**src/rtl/dstt_pkg.sv**
```systemverilog
// Shared types for the deadline sorted timer table.
// Holds command and status codes and the controller/datapath interface structs.
`timescale 1ns / 1ps

package dstt_pkg;

  typedef enum logic [1:0] {
    CMD_ADD    = 2'd0,
    CMD_REMOVE = 2'd1,
    CMD_RESET  = 2'd2,
    CMD_TICK   = 2'd3
  } cmd_e;

  typedef enum logic [2:0] {
    ST_DONE      = 3'd0,
    ST_NOT_FOUND = 3'd1,
    ST_FULL      = 3'd2,
    ST_FIRED     = 3'd3,
    ST_SUMMARY   = 3'd4
  } status_e;

  // Datapath operations, one per cycle
  typedef enum logic [3:0] {
    OP_NONE,
    OP_LOAD,
    OP_IDX_ZERO,
    OP_FIND_STEP,
    OP_CAP_POS,
    OP_CAP_HEAD,
    OP_DROP_STEP,
    OP_DROP_END,
    OP_INS_START,
    OP_INS_STEP,
    OP_INS_END,
    OP_TICK,
    OP_SCAN_STEP,
    OP_SCAN_END,
    OP_NEXT,
    OP_EMIT
  } op_e;

  // Slot read address select
  typedef enum logic [1:0] {
    RD_IDX,
    RD_PREV,
    RD_NEXT
  } rd_sel_e;

  typedef struct packed {
    op_e     op;
    rd_sel_e rd_sel;
    status_e emit_status;
  } ctl_t;

  typedef struct packed {
    cmd_e cmd;
    logic full;
    logic find_end;
    logic id_match;
    logic drop_more;
    logic ins_move;
    logic scan_hit;
    logic due_zero;
    logic last_fire;
    logic t_rep;
    logic out_free;
  } sts_t;

endpackage

```
**src/rtl/dstt_dp.sv**
```systemverilog
// Datapath of the timer table: slot storage, time counter, walk index and
// output word register. Uses dstt_pkg; driven by dstt_ctrl.
`timescale 1ns / 1ps

module dstt_dp import dstt_pkg::*; #(
  parameter int MAX_TIMERS    = 16,
  parameter int ID_BITS       = 16,
  parameter int DURATION_BITS = 24,
  localparam int IW = (MAX_TIMERS > 1) ? $clog2(MAX_TIMERS) : 1,
  localparam int CW = $clog2(MAX_TIMERS + 1)
) (
  input  logic                     clk_i,
  input  logic                     rst_ni,
  input  ctl_t                     ctl_i,
  output sts_t                     sts_o,
  input  logic [1:0]               command_i,
  input  logic [ID_BITS-1:0]       timer_id_i,
  input  logic [DURATION_BITS-1:0] duration_i,
  input  logic                     repeat_req_i,
  input  logic                     new_duration_flag_i,
  output logic                     out_valid_o,
  input  logic                     out_stall_i,
  output logic [2:0]               status_o,
  output logic [ID_BITS-1:0]       timer_id_res_o,
  output logic [CW-1:0]            fired_count_o,
  output logic [CW-1:0]            occupancy_o,
  output logic                     last_o
);

  // Slot storage, no reset: only entries below the held count are read
  logic [31:0]              dl_q  [MAX_TIMERS];
  logic [DURATION_BITS-1:0] per_q [MAX_TIMERS];
  logic [ID_BITS-1:0]       id_q  [MAX_TIMERS];
  logic                     rep_q [MAX_TIMERS];

  logic [31:0]              time_q;
  logic [CW-1:0]            held_q, idx_q, due_q, one_q, n_q, occ_fin_q;
  cmd_e                     cmd_q;
  logic [ID_BITS-1:0]       lat_id_q, t_id_q;
  logic [DURATION_BITS-1:0] lat_dur_q, t_per_q;
  logic                     lat_newdur_q, t_rep_q;
  logic [31:0]              when_q;

  logic                     out_valid_q;
  logic [2:0]               status_q;
  logic [ID_BITS-1:0]       res_id_q;
  logic [CW-1:0]            fired_q, occ_q;
  logic                     last_q;

  logic [CW-1:0]            rd_cnt;
  logic [IW-1:0]            rd_addr, wr_addr;
  logic [31:0]              rd_dl, ins_diff, due_diff;
  logic [DURATION_BITS-1:0] rd_per;
  logic [ID_BITS-1:0]       rd_id;
  logic                     rd_rep;
  logic                     wr_en;
  logic [31:0]              wr_dl;
  logic [DURATION_BITS-1:0] wr_per;
  logic [ID_BITS-1:0]       wr_id;
  logic                     wr_rep;
  logic                     out_free;

  // Select the single slot read address
  always_comb begin
    unique case (ctl_i.rd_sel)
      RD_PREV: rd_cnt = idx_q - CW'(1);
      RD_NEXT: rd_cnt = idx_q + CW'(1);
      default: rd_cnt = idx_q;
    endcase
  end
  assign rd_addr = rd_cnt[IW-1:0];
  assign rd_dl   = dl_q[rd_addr];
  assign rd_per  = per_q[rd_addr];
  assign rd_id   = id_q[rd_addr];
  assign rd_rep  = rep_q[rd_addr];

  assign ins_diff = rd_dl - when_q;
  assign due_diff = rd_dl - time_q;
  assign out_free = !out_valid_q || !out_stall_i;

  // Status toward the controller
  always_comb begin
    sts_o.cmd       = cmd_q;
    sts_o.full      = (held_q == CW'(MAX_TIMERS));
    sts_o.find_end  = (idx_q >= held_q);
    sts_o.id_match  = (rd_id == lat_id_q);
    sts_o.drop_more = ((idx_q + CW'(1)) < held_q);
    sts_o.ins_move  = (idx_q != '0) && (ins_diff != 32'd0) && !ins_diff[31];
    sts_o.scan_hit  = (idx_q < held_q) && ((due_diff == 32'd0) || due_diff[31]);
    sts_o.due_zero  = (due_q == '0);
    sts_o.last_fire = (n_q == CW'(1));
    sts_o.t_rep     = t_rep_q;
    sts_o.out_free  = out_free;
  end

  // Slot write port: shift one entry or place the new one
  always_comb begin
    wr_en   = 1'b0;
    wr_addr = idx_q[IW-1:0];
    wr_dl   = rd_dl;
    wr_per  = rd_per;
    wr_id   = rd_id;
    wr_rep  = rd_rep;
    unique case (ctl_i.op)
      OP_INS_STEP, OP_DROP_STEP: wr_en = 1'b1;
      OP_INS_END: begin
        wr_en  = 1'b1;
        wr_dl  = when_q;
        wr_per = t_per_q;
        wr_id  = t_id_q;
        wr_rep = t_rep_q;
      end
      default: wr_en = 1'b0;
    endcase
  end

  always_ff @(posedge clk_i) begin
    if (wr_en) begin
      dl_q[wr_addr]  <= wr_dl;
      per_q[wr_addr] <= wr_per;
      id_q[wr_addr]  <= wr_id;
      rep_q[wr_addr] <= wr_rep;
    end
  end

  // Control state: time, held count and walk counters
  always_ff @(posedge clk_i or negedge rst_ni) begin
    if (!rst_ni) begin
      time_q    <= '0;
      held_q    <= '0;
      idx_q     <= '0;
      due_q     <= '0;
      one_q     <= '0;
      n_q       <= '0;
      occ_fin_q <= '0;
      cmd_q     <= CMD_ADD;
    end else begin
      unique case (ctl_i.op)
        OP_LOAD:      cmd_q <= cmd_e'(command_i);
        OP_IDX_ZERO:  idx_q <= '0;
        OP_FIND_STEP: idx_q <= idx_q + CW'(1);
        OP_DROP_STEP: idx_q <= idx_q + CW'(1);
        OP_DROP_END:  held_q <= held_q - CW'(1);
        OP_INS_START: idx_q <= held_q;
        OP_INS_STEP:  idx_q <= idx_q - CW'(1);
        OP_INS_END:   held_q <= held_q + CW'(1);
        OP_TICK: begin
          time_q <= time_q + 32'd1;
          idx_q  <= '0;
          due_q  <= '0;
          one_q  <= '0;
        end
        OP_SCAN_STEP: begin
          idx_q <= idx_q + CW'(1);
          due_q <= due_q + CW'(1);
          one_q <= one_q + CW'(!rd_rep);
        end
        OP_SCAN_END: begin
          n_q       <= due_q;
          occ_fin_q <= held_q - one_q;
          idx_q     <= '0;
        end
        OP_NEXT: begin
          n_q   <= n_q - CW'(1);
          idx_q <= '0;
        end
        default: idx_q <= idx_q;
      endcase
    end
  end

  // Payload registers of the current command and the timer in flight
  always_ff @(posedge clk_i) begin
    unique case (ctl_i.op)
      OP_LOAD: begin
        lat_id_q     <= timer_id_i;
        lat_dur_q    <= duration_i;
        lat_newdur_q <= new_duration_flag_i;
        t_id_q       <= timer_id_i;
        t_per_q      <= duration_i;
        t_rep_q      <= repeat_req_i;
      end
      OP_CAP_POS: begin
        t_per_q <= lat_newdur_q ? lat_dur_q : rd_per;
        t_rep_q <= rd_rep;
      end
      OP_CAP_HEAD: begin
        t_id_q  <= rd_id;
        t_per_q <= rd_per;
        t_rep_q <= rd_rep;
      end
      OP_INS_START: when_q <= time_q + 32'(t_per_q);
      default: when_q <= when_q;
    endcase
  end

  // Output word register
  always_ff @(posedge clk_i or negedge rst_ni) begin
    if (!rst_ni) begin
      out_valid_q <= 1'b0;
    end else if (ctl_i.op == OP_EMIT) begin
      out_valid_q <= 1'b1;
    end else if (!out_stall_i) begin
      out_valid_q <= 1'b0;
    end
  end

  always_ff @(posedge clk_i) begin
    if (ctl_i.op == OP_EMIT) begin
      status_q <= ctl_i.emit_status;
      unique case (ctl_i.emit_status)
        ST_FIRED: begin
          res_id_q <= t_id_q;
          fired_q  <= '0;
          occ_q    <= occ_fin_q;
          last_q   <= 1'b0;
        end
        ST_SUMMARY: begin
          res_id_q <= '0;
          fired_q  <= due_q;
          occ_q    <= held_q;
          last_q   <= 1'b1;
        end
        default: begin
          res_id_q <= lat_id_q;
          fired_q  <= '0;
          occ_q    <= held_q;
          last_q   <= 1'b1;
        end
      endcase
    end
  end

  assign out_valid_o    = out_valid_q;
  assign status_o       = status_q;
  assign timer_id_res_o = res_id_q;
  assign fired_count_o  = fired_q;
  assign occupancy_o    = occ_q;
  assign last_o         = last_q;

endmodule

```
**src/rtl/dstt_ctrl.sv**
```systemverilog
// Controller of the timer table: sequences find, drop, insert and tick walks.
// Uses dstt_pkg; issues one datapath operation per cycle to dstt_dp.
`timescale 1ns / 1ps

module dstt_ctrl import dstt_pkg::*; (
  input  logic clk_i,
  input  logic rst_ni,
  input  logic in_valid_i,
  output logic in_stall_o,
  input  sts_t sts_i,
  output ctl_t ctl_o
);

  localparam logic [3:0] S_IDLE      = 4'd0;
  localparam logic [3:0] S_DISPATCH  = 4'd1;
  localparam logic [3:0] S_FIND      = 4'd2;
  localparam logic [3:0] S_DROP      = 4'd3;
  localparam logic [3:0] S_INS_PRE   = 4'd4;
  localparam logic [3:0] S_INS       = 4'd5;
  localparam logic [3:0] S_SCAN      = 4'd6;
  localparam logic [3:0] S_FIRE_CAP  = 4'd7;
  localparam logic [3:0] S_FIRE_EMIT = 4'd8;
  localparam logic [3:0] S_NEXT      = 4'd9;
  localparam logic [3:0] S_RESP      = 4'd10;

  logic [3:0] state_q, state_d;
  status_e    resp_q, resp_d;

  assign in_stall_o = (state_q != S_IDLE);

  // Next state and datapath operation
  always_comb begin
    state_d           = state_q;
    resp_d            = resp_q;
    ctl_o.op          = OP_NONE;
    ctl_o.rd_sel      = RD_IDX;
    ctl_o.emit_status = resp_q;
    unique case (state_q)
      S_IDLE: begin
        if (in_valid_i) begin
          ctl_o.op = OP_LOAD;
          state_d  = S_DISPATCH;
        end
      end
      S_DISPATCH: begin
        unique case (sts_i.cmd)
          CMD_ADD: begin
            if (sts_i.full) begin
              resp_d  = ST_FULL;
              state_d = S_RESP;
            end else begin
              ctl_o.op = OP_INS_START;
              state_d  = S_INS;
            end
          end
          CMD_TICK: begin
            ctl_o.op = OP_TICK;
            state_d  = S_SCAN;
          end
          default: begin
            ctl_o.op = OP_IDX_ZERO;
            state_d  = S_FIND;
          end
        endcase
      end
      S_FIND: begin
        if (sts_i.find_end) begin
          resp_d  = ST_NOT_FOUND;
          state_d = S_RESP;
        end else if (sts_i.id_match) begin
          ctl_o.op = (sts_i.cmd == CMD_RESET) ? OP_CAP_POS : OP_NONE;
          state_d  = S_DROP;
        end else begin
          ctl_o.op = OP_FIND_STEP;
        end
      end
      S_DROP: begin
        ctl_o.rd_sel = RD_NEXT;
        if (sts_i.drop_more) begin
          ctl_o.op = OP_DROP_STEP;
        end else begin
          ctl_o.op = OP_DROP_END;
          priority if (sts_i.cmd == CMD_RESET) begin
            state_d = S_INS_PRE;
          end else if (sts_i.cmd == CMD_TICK) begin
            state_d = sts_i.t_rep ? S_INS_PRE : S_NEXT;
          end else begin
            resp_d  = ST_DONE;
            state_d = S_RESP;
          end
        end
      end
      S_INS_PRE: begin
        ctl_o.op = OP_INS_START;
        state_d  = S_INS;
      end
      S_INS: begin
        ctl_o.rd_sel = RD_PREV;
        if (sts_i.ins_move) begin
          ctl_o.op = OP_INS_STEP;
        end else begin
          ctl_o.op = OP_INS_END;
          if (sts_i.cmd == CMD_TICK) begin
            state_d = S_NEXT;
          end else begin
            resp_d  = ST_DONE;
            state_d = S_RESP;
          end
        end
      end
      S_SCAN: begin
        if (sts_i.scan_hit) begin
          ctl_o.op = OP_SCAN_STEP;
        end else begin
          ctl_o.op = OP_SCAN_END;
          if (sts_i.due_zero) begin
            resp_d  = ST_SUMMARY;
            state_d = S_RESP;
          end else begin
            state_d = S_FIRE_CAP;
          end
        end
      end
      S_FIRE_CAP: begin
        ctl_o.op = OP_CAP_HEAD;
        state_d  = S_FIRE_EMIT;
      end
      S_FIRE_EMIT: begin
        if (sts_i.out_free) begin
          ctl_o.op          = OP_EMIT;
          ctl_o.emit_status = ST_FIRED;
          state_d           = S_DROP;
        end
      end
      S_NEXT: begin
        ctl_o.op = OP_NEXT;
        if (sts_i.last_fire) begin
          resp_d  = ST_SUMMARY;
          state_d = S_RESP;
        end else begin
          state_d = S_FIRE_CAP;
        end
      end
      S_RESP: begin
        if (sts_i.out_free) begin
          ctl_o.op = OP_EMIT;
          state_d  = S_IDLE;
        end
      end
      default: state_d = S_IDLE;
    endcase
  end

  always_ff @(posedge clk_i or negedge rst_ni) begin
    if (!rst_ni) begin
      state_q <= S_IDLE;
      resp_q  <= ST_DONE;
    end else begin
      state_q <= state_d;
      resp_q  <= resp_d;
    end
  end

endmodule

```
**src/rtl/deadline_sorted_timer_table_core.sv**
```systemverilog
// Deadline sorted timer table: keeps up to MAX_TIMERS timers in deadline order
// (ties in insertion order) and answers add, remove, reset and tick commands.
// One command is worked at a time; the input stalls until its last result word
// is written to the output register. All walks go through the slot table one
// entry per cycle over a single read port. Time wraps modulo 2^32 and deadlines
// compare by signed difference. Uses dstt_pkg, dstt_ctrl and dstt_dp.
`timescale 1ns / 1ps

module deadline_sorted_timer_table_core import dstt_pkg::*; #(
  parameter int MAX_TIMERS    = 16,
  parameter int ID_BITS       = 16,
  parameter int DURATION_BITS = 24,
  localparam int CW = $clog2(MAX_TIMERS + 1)
) (
  input  logic                     clk_i,
  input  logic                     rst_ni,
  input  logic                     in_valid_i,
  output logic                     in_stall_o,
  input  logic [1:0]               command_i,
  input  logic [ID_BITS-1:0]       timer_id_i,
  input  logic [DURATION_BITS-1:0] duration_i,
  input  logic                     repeat_req_i,
  input  logic                     new_duration_flag_i,
  output logic                     out_valid_o,
  input  logic                     out_stall_i,
  output logic [2:0]               status_o,
  output logic [ID_BITS-1:0]       timer_id_res_o,
  output logic [CW-1:0]            fired_count_o,
  output logic [CW-1:0]            occupancy_o,
  output logic                     last_o
);

  ctl_t ctl;
  sts_t sts;

  // Sequence the walks
  dstt_ctrl u_ctrl (
    .clk_i      (clk_i),
    .rst_ni     (rst_ni),
    .in_valid_i (in_valid_i),
    .in_stall_o (in_stall_o),
    .sts_i      (sts),
    .ctl_o      (ctl)
  );

  // Hold slots, time and the output word
  dstt_dp #(
    .MAX_TIMERS    (MAX_TIMERS),
    .ID_BITS       (ID_BITS),
    .DURATION_BITS (DURATION_BITS)
  ) u_dp (
    .clk_i               (clk_i),
    .rst_ni              (rst_ni),
    .ctl_i               (ctl),
    .sts_o               (sts),
    .command_i           (command_i),
    .timer_id_i          (timer_id_i),
    .duration_i          (duration_i),
    .repeat_req_i        (repeat_req_i),
    .new_duration_flag_i (new_duration_flag_i),
    .out_valid_o         (out_valid_o),
    .out_stall_i         (out_stall_i),
    .status_o            (status_o),
    .timer_id_res_o      (timer_id_res_o),
    .fired_count_o       (fired_count_o),
    .occupancy_o         (occupancy_o),
    .last_o              (last_o)
  );

endmodule

```
**config.mk**
```make
export PLATFORM = sky130hd
export DESIGN_NAME = deadline_sorted_timer_table_core
export DESIGN_NICKNAME = d
export VERILOG_FILES = /design/src/rtl/dstt_pkg.sv /design/src/rtl/dstt_dp.sv /design/src/rtl/dstt_ctrl.sv /design/src/rtl/deadline_sorted_timer_table_core.sv
export SDC_FILE = /design/constraint.sdc
export NUM_CORES = 2
export LEC_CHECK = 0
export BUFFER_PORTS_ARGS = -buffer_cell sky130_fd_sc_hd__clkbuf_2
export CAP_MARGIN = 15
export CORE_MARGIN = 4
export CORE_UTILIZATION = 50
export CTS_CLUSTER_SIZE = 12
export DETAILED_ROUTE_END_ITERATION = 10
export HOLD_SLACK_MARGIN = 0.03
export PLACE_DENSITY_LB_ADDON = 0.2
export SYNTH_ARGS = -nofsm -noshare
export SYNTH_HDL_FRONTEND = slang
export SYNTH_SLANG_ARGS = --single-unit
```
**constraint.sdc**
```tcl
create_clock -name clk_i -period 11.6 [get_ports clk_i]
set_clock_uncertainty 0.2 [all_clocks]
set_input_delay 0.58 -clock clk_i [delete_from_list [all_inputs] [get_ports clk_i]]
set_output_delay 0.58 -clock clk_i [all_outputs]
set_load 0.05 [all_outputs]
```
* Word-level counts from Yosys, hierarchy flattened
Memory sizes are Yosys's and may differ from the RTL's. Cells that the tools add are included.
Storage, ports and cells: bits in registers 216, RAM bits 1168, input bits 48, output and inout bits 32, memories 4
Operators by class: add/subtract/negate cells 12, order comparisons 3, equal/unequal tests 48, mux-type cells 64, reduce and logical (&&, ||, !) cells 31
Memory list:
- u_dp.dl_q | depth 16, bits a word 32, rd ports 1, clocked after Yosys merged registers in 0, wr ports 1, line dstt_dp.sv:31 | logic [31:0] dl_q [MAX_TIMERS];
- u_dp.per_q | depth 16, bits a word 24, rd ports 1, clocked after Yosys merged registers in 0, wr ports 1, line dstt_dp.sv:32 | logic [DURATION_BITS-1:0] per_q [MAX_TIMERS];
- u_dp.id_q | depth 16, bits a word 16, rd ports 1, clocked after Yosys merged registers in 0, wr ports 1, line dstt_dp.sv:33 | logic [ID_BITS-1:0] id_q [MAX_TIMERS];
- u_dp.rep_q | depth 16, bits a word 1, rd ports 1, clocked after Yosys merged registers in 0, wr ports 1, line dstt_dp.sv:34 | logic rep_q [MAX_TIMERS];
Operators by type and width (count):
- $mux W4 | 18
- $pmux W24 S3 | 1
- $pmux W16 S2 | 2
- $sub A32 B32 Y32 | 2
- $mux W24 | 2
- $eq A4 B4 Y1 const B | 11
- $pmux W4 S11 | 1
- $pmux W4 S10 | 1
- $pmux W5 S2 | 4
- $mux W3 | 13
- $add A32 B1 Y32 const B | 1
- $add A32 B24 Y32 | 1
- $eq A4 B3 Y1 const B | 8
- $logic_not A32 Y1 | 1
- $mux W32 | 1
- $reduce_bool A32 Y1 | 1
- $pmux W4 S2 | 3
- $ne A2 B2 Y1 const B | 10
- $pmux W5 S4 | 1
- $pmux W3 S6 | 1
- $eq A16 B16 Y1 | 1
- $eq A4 B2 Y1 const B | 4
- $mux W16 | 1
- $add A5 B1 Y5 const B | 3
- other kinds (35) | 66

* Longest topological paths before layout
An unclocked memory read counts as a cell.
depth after elaboration 16, depth in mapped cells 38, gate-level depth less buffers 31

* Modules after synthesis
Synthesis repeated with hierarchy kept, for this count alone.
Unflattened totals: cells, all modules 3676, area total of the unflattened synthesis 60949.7 µm²
Modules (own cells, without submodules):
- dstt_dp | times used 1, cells an instance 3547, area an instance 59926.2 µm², seq. area each 41024.3 µm²
- dstt_ctrl | times used 1, cells an instance 129, area an instance 1023.5 µm², seq. area each 175.2 µm²

* Worst setup path after synthesis
Ideal clock, no wire load.
path kind reg2reg, start point register u_ctrl.state_q[2], end point memory u_dp.dl_q[10][0] (enable), setup time 505 ps, data arrival time 11278 ps, path slack -383 ps, stages on the path, launching flop included 35, cells stage by stage dfrtp_1 clkbuf_1 nor2_1 nand3_1 ha_1 buf_4 o21ai_2 mux2_4 buf_4 buf_4 buf_2 buf_1 buf_1 mux4_2 nand2_1 nand3_1 nand2_1 ha_1 inv_1 fa_1 a21o_1 a311o_1 a211oi_2 o21ai_1 or4b_1 nand4_1 o2bb2ai_1 a2111o_1 or4_1 o211ai_1 and3_1 buf_4 mux2i_2 nand2_1 nor2_1
Between the ends: word-level cells in the longest chain between the ends 16, elaborated cells on any way between the ends 40
RTL lines:
- start: declaration | line dstt_ctrl.sv:26 | logic [3:0] state_q, state_d;
- start signal: assignment | line dstt_ctrl.sv:159 | state_q <= state_d;
- $eq A4 B3 Y1 / $eq A4 B2 Y1 (equally long branches) | line dstt_ctrl.sv:38 | unique case (state_q)
- $pmux W2 S2 | line dstt_ctrl.sv:38
- $eq A2 B2 Y1 / $eq A2 B1 Y1 (equally long branches) | line dstt_dp.sv:65 | unique case (ctl_i.rd_sel)
- $pmux W4 S2 | line dstt_dp.sv:65
- $mem_v2 Z16 W32
- $sub A32 B32 Y32 (on tied branches) | line dstt_dp.sv:78, dstt_dp.sv:77
- $logic_not A32 Y1 / $reduce_bool A32 Y1 (equally long branches) | line dstt_dp.sv:89, dstt_dp.sv:88
- $logic_or A1 B1 Y1 / $logic_and A1 B1 Y1 (equally long branches) | line dstt_dp.sv:89, dstt_dp.sv:88
- $logic_and A1 B1 Y1 (on tied branches) | line dstt_dp.sv:89, dstt_dp.sv:88
- $mux W1 / $mux W2 (equally long branches) | line dstt_ctrl.sv:112, dstt_ctrl.sv:99
- $pmux W4 S10 (*) | line dstt_ctrl.sv:38
- $eq A4 B4 Y1 / $eq A4 B3 Y1 (equally long branches) | line dstt_dp.sv:104 | unique case (ctl_i.op)
- $reduce_or A3 Y1 (no source line) (*)
- $mux W1 (*) | line dstt_dp.sv:104
- $mux W1 (*) | line dstt_dp.sv:118 | if (wr_en) begin
- $mux W1 (not written as such) (*) | line dstt_dp.sv:119 | dl_q[wr_addr] <= wr_dl;
- end: declaration | line dstt_dp.sv:31
Mark *: on every way between the ends. The rest lies on a longest branch, timed or not.

* Worst setup path after layout
start point register u_ctrl.state_q[0], end point register u_dp.lat_id_q[4] (enable)
Between the ends: word-level cells in the longest chain between the ends 12, elaborated cells on any way between the ends 34
RTL lines:
- $eq A4 B3 Y1 / $eq A4 B2 Y1 (equally long branches) | line dstt_ctrl.sv:38
- $pmux W2 S2 | line dstt_ctrl.sv:38
- $eq A2 B2 Y1 / $eq A2 B1 Y1 (equally long branches) | line dstt_dp.sv:65
- $pmux W4 S2 | line dstt_dp.sv:65
- $mem_v2 Z16 W32
- $sub A32 B32 Y32 (on tied branches) | line dstt_dp.sv:78, dstt_dp.sv:77
- $logic_not A32 Y1 / $reduce_bool A32 Y1 (equally long branches) | line dstt_dp.sv:89, dstt_dp.sv:88
- $logic_or A1 B1 Y1 / $logic_and A1 B1 Y1 (equally long branches) | line dstt_dp.sv:89, dstt_dp.sv:88
- $logic_and A1 B1 Y1 (on tied branches) | line dstt_dp.sv:89, dstt_dp.sv:88
- $mux W1 / $mux W2 (equally long branches) | line dstt_ctrl.sv:112, dstt_ctrl.sv:99
- $pmux W4 S10 (*) | line dstt_ctrl.sv:38
- $eq A4 B1 Y1 (*) | line dstt_dp.sv:174 | unique case (ctl_i.op)
- end signal: assignment | line dstt_dp.sv:176 | lat_id_q <= timer_id_i;
- end: declaration | line dstt_dp.sv:39 | logic [ID_BITS-1:0] lat_id_q, t_id_q;
Marks and branches as above. A chain may end at the register's enable or synchronous reset.

==> key figures <==
Yosys
  • Netlist cell types: 93
  • Most used DFF post-synth: edfxtp_1
  • Post-synth EDFFs: 1,312
  • YS warnings: 0
  • Mapped Area: 61,700 µm²
  • Post-Synth Adder-Cell Area: under 10%
  • Synth Net Count: 4,106
  • #FFs+latches synth: 1,384
  • Synth Instances: 3,930
  • Largest family of logic cells by synthesized area: multiplexers
  • Synth Area in Simple Gates: 7.43%
  • Ys async rst share: 5.20%
  • Mean area per synthesized cell: roughly 16 µm²
  • Synth Area in Compound Gates: 5.82%
  • Sequential-to-total area share from yosys stat: 66.8%
  • Mux contribution to synthesized area: between 10% and 20%
  • XOR/XNOR share of the synthesized area: 1.55%

Clock tree
  • CTS tree: built
  • Clk sink count: 1,384
  • Post-CTS setup buffers: 0
  • Bufs on Longest Clock Path: 3
  • CTS Buf Count: 146
  • Worst-Skew Late Latency: 0.78 ns
  • H-Tree Depth: 4
  • Clk root buf: clkbuf_16
  • Reg clk slew, reported paths: 0.06 ns

Floorplanning
  • Io pins: 80
  • Height of the die: 359 µm
  • Row count: about 130
  • Die Wd: roughly 360 µm
  • Initial core utilization: 50.5%
  • Core ar.: 122,000 µm²
  • DIE AREA: 129,000 µm²

STA
  • Tcrit/Tclk final: 90.3%
  • Setup-failing EPs final: 0
  • Setup tns final: 0 ns
  • Final worst path period need: 10.47 ns
  • Rel. slew slack: roughly a third
  • RSZ-0062 raised after global routing: false
  • Final hold viol count: 0
  • Final Max Tran Viols: 0
  • Fmax: approximately 0.096 GHz
  • Slew @ Worst Pin: 0.986 ns
  • Hold WS: 0.0886 ns

Drt
  • Post-route ant nets: 0
  • WL/cell: 27.2 µm
  • Drt initial violations: 4,090
  • Post-DR vias/cell: 6.18
  • # DRC: 0
  • Via count: 36,200
  • Total Wirelength: 159,000 µm
  • Number of detailed-route iterations in the first pass: 5

Placed design
  • GP Congestion: about 0.9
  • HPWL Detailed: around 98,000 µm
  • Post-DP Area: 64,800 µm²
  • IO Port Bufs: 79

GRT
  • M1 GR Usage: 35.4%
  • Global routing's busiest layer: met2
  • Met3 GRT Util: 4.56%
  • Antenna violations before repair: 4
  • Maximum number of pins on one net before global-route repair: 93
  • Vias in the first global route: 35,900
  • Global route overflow: 0
  • GR Util met2: 38.8%
  • Global-route wire length before repair: 238,000 µm
  • Total global-route track usage: between 20% and 30%

Status
  • Status: finished, final reports clean

Setup path
  • Max stage delay on crit path: 0.77 ns
  • Worst-path maximum fanout: 35
  • Setup crit end kind: register
  • Worst EP required: 11.85 ns
  • Worst path bufs/invs: 5
  • Startpoint types: register
  • CP arrival: 10.72 ns
  • Slowest cell on the critical path: nor3_4
  • Crit Path Class: register to register
  • Critical path's top delay family: simple AND/OR/NAND/NOR gates

Cells and area
  • Commonest non-fill, non-tap cell in the layout: edfxtp_1
  • Layout cell share with drive strength beyond 1: ~17%
  • Footprint of the multi-input gates: about 19,000 µm²
  • Layout Nets: roughly 4,300
  • Most frequent cells in the layout: 1,312 x edfxtp_1, 479 x nand2_1, 291 x mux4_2, 149 x clkbuf_16, 137 x inv_1
  • FF/Latch Area: 41,200 µm²
  • P&R area growth vs syn: 13.0%
  • Design area: 69,700 µm²
  • Fill cells: 9,414

Job
  • Maxcap violations: 0

Worst hold path
  • Worst hold path type: primary input to async pin
flip-flops by register name, indices dropped and copies added (netlist names), 2 cells and up:
name	count
u_dp.one_q	5
u_dp.idx_q	5
u_dp.lat_dur_q	24
u_dp.fired_count_o	5
u_dp.time_q	32
u_ctrl.state_q	4
u_dp.t_per_q	24
u_dp.lat_id_q	16
u_dp.timer_id_res_o	16
u_dp.id_q	256
u_dp.due_q	5
u_dp.rep_q	16
u_dp.occupancy_o	5
u_ctrl.resp_q	3
u_dp.per_q	384
u_dp.n_q	5
u_dp.t_id_q	16
u_dp.cmd_q	2
u_dp.status_o	3
u_dp.occ_fin_q	5
u_dp.dl_q	512
u_dp.held_q	5
u_dp.when_q	32
timing repair:
item                      in CTS  in global routing
hold buffers                  46                  0
hold endpoints to repair     113                  0
gates resized for setup        0                  0
final timing paths:
kind | start | end | slack (ns) | cells after the start
min in group clk_i | u_dp.occ_fin_q[0] | u_dp.occ_fin_q[0] | 0.28 | 2
max in group asynchronous | rst_ni | u_dp.time_q[16] | 10.08 | 3
setup reg to reg | u_ctrl.state_q[0] | u_dp.lat_id_q[4] | 1.13 | 27
hold reg to reg | u_dp.occ_fin_q[0] | u_dp.occ_fin_q[0] | 0.28 | 2
setup / recovery | u_ctrl.state_q[0] | u_dp.lat_id_q[4] | 1.13 | 27
hold / removal | rst_ni | u_dp.occ_fin_q[3] | 0.09 | 2
stage by stage:
stage / utilization, % / setup WS (ns) / cells
after detailed placement: 53.0 / 1.18 / 5559
after global routing: 57.0 / 0.370 / 5851
after global placement: 53.0 / 1.27 / 5559
final: 57.0 / 1.13 / 5854
after floorplan: - / -0.383 / 3930
after CTS: 57.0 / 1.18 / 5851
synth_stat cells (all sizes together), types with 9 or more instances:
library cell	n	area, µm²
dfrtp	72	1800
nor3	52	265
o22ai	9	56.3
xor2	28	245
or2	10	62.6
clkbuf	116	435
mux4	291	6550
and3	72	450
mux2	79	893
nor2	133	524
o211ai	41	308
a211oi	17	133
and2	10	62.6
xnor2	81	709
a21o	30	225
inv	138	518
mux2i	87	878
ha	123	1540
a211o	9	78.8
nand4	32	200
o221ai	14	123
nand2b	31	194
o21ai	112	564
a31oi	71	444
a21oi	99	507
nor4	21	138
o21a	12	90.1
nand2	480	1800
nor2b	19	119
or3	13	86.3
o31ai	13	97.6
edfxtp	1312	39400
buf	77	417
nand3	90	465
kinds of logic (layout without fill, tap and decap cells):
kind of cell | after synthesis | count (layout)
buffers and inverters | 331 | 627
other | 0 | 3
flip-flops | 1384 | 1384
AND/OR/NAND/NOR | 989 | 989
multiplexers | 457 | 457
AO/OA/AOI/OAI | 532 | 532
adder cells (fa/ha/maj) | 128 | 128
XOR/XNOR | 109 | 109
cell type report:
| class | count | area share [%] |
|---|---|---|
| antenna | 3 | 0.0108 |
| clock buffer | 201 | 5.73 |
| sequential | 1384 | 59.1 |
| multi-input combinational | 2215 | 27.7 |
| timing repair buffer | 243 | 3.20 |
| clock inverter | 45 | 0.609 |
| inverter | 138 | 0.743 |
| tap | 1625 | 2.92 |
metal layers:
layer / part of all wire (%) / vias to the layer above
met2: 48 / 1481
li1: - / 15800
met4: 2.5 / 0
met1: 42 / 18700
met3: 7.7 / 236
met5: 0 / -
Power is not shown: default switching activity piles up to over one toggle a cycle in this logic, so the estimate is an artifact.
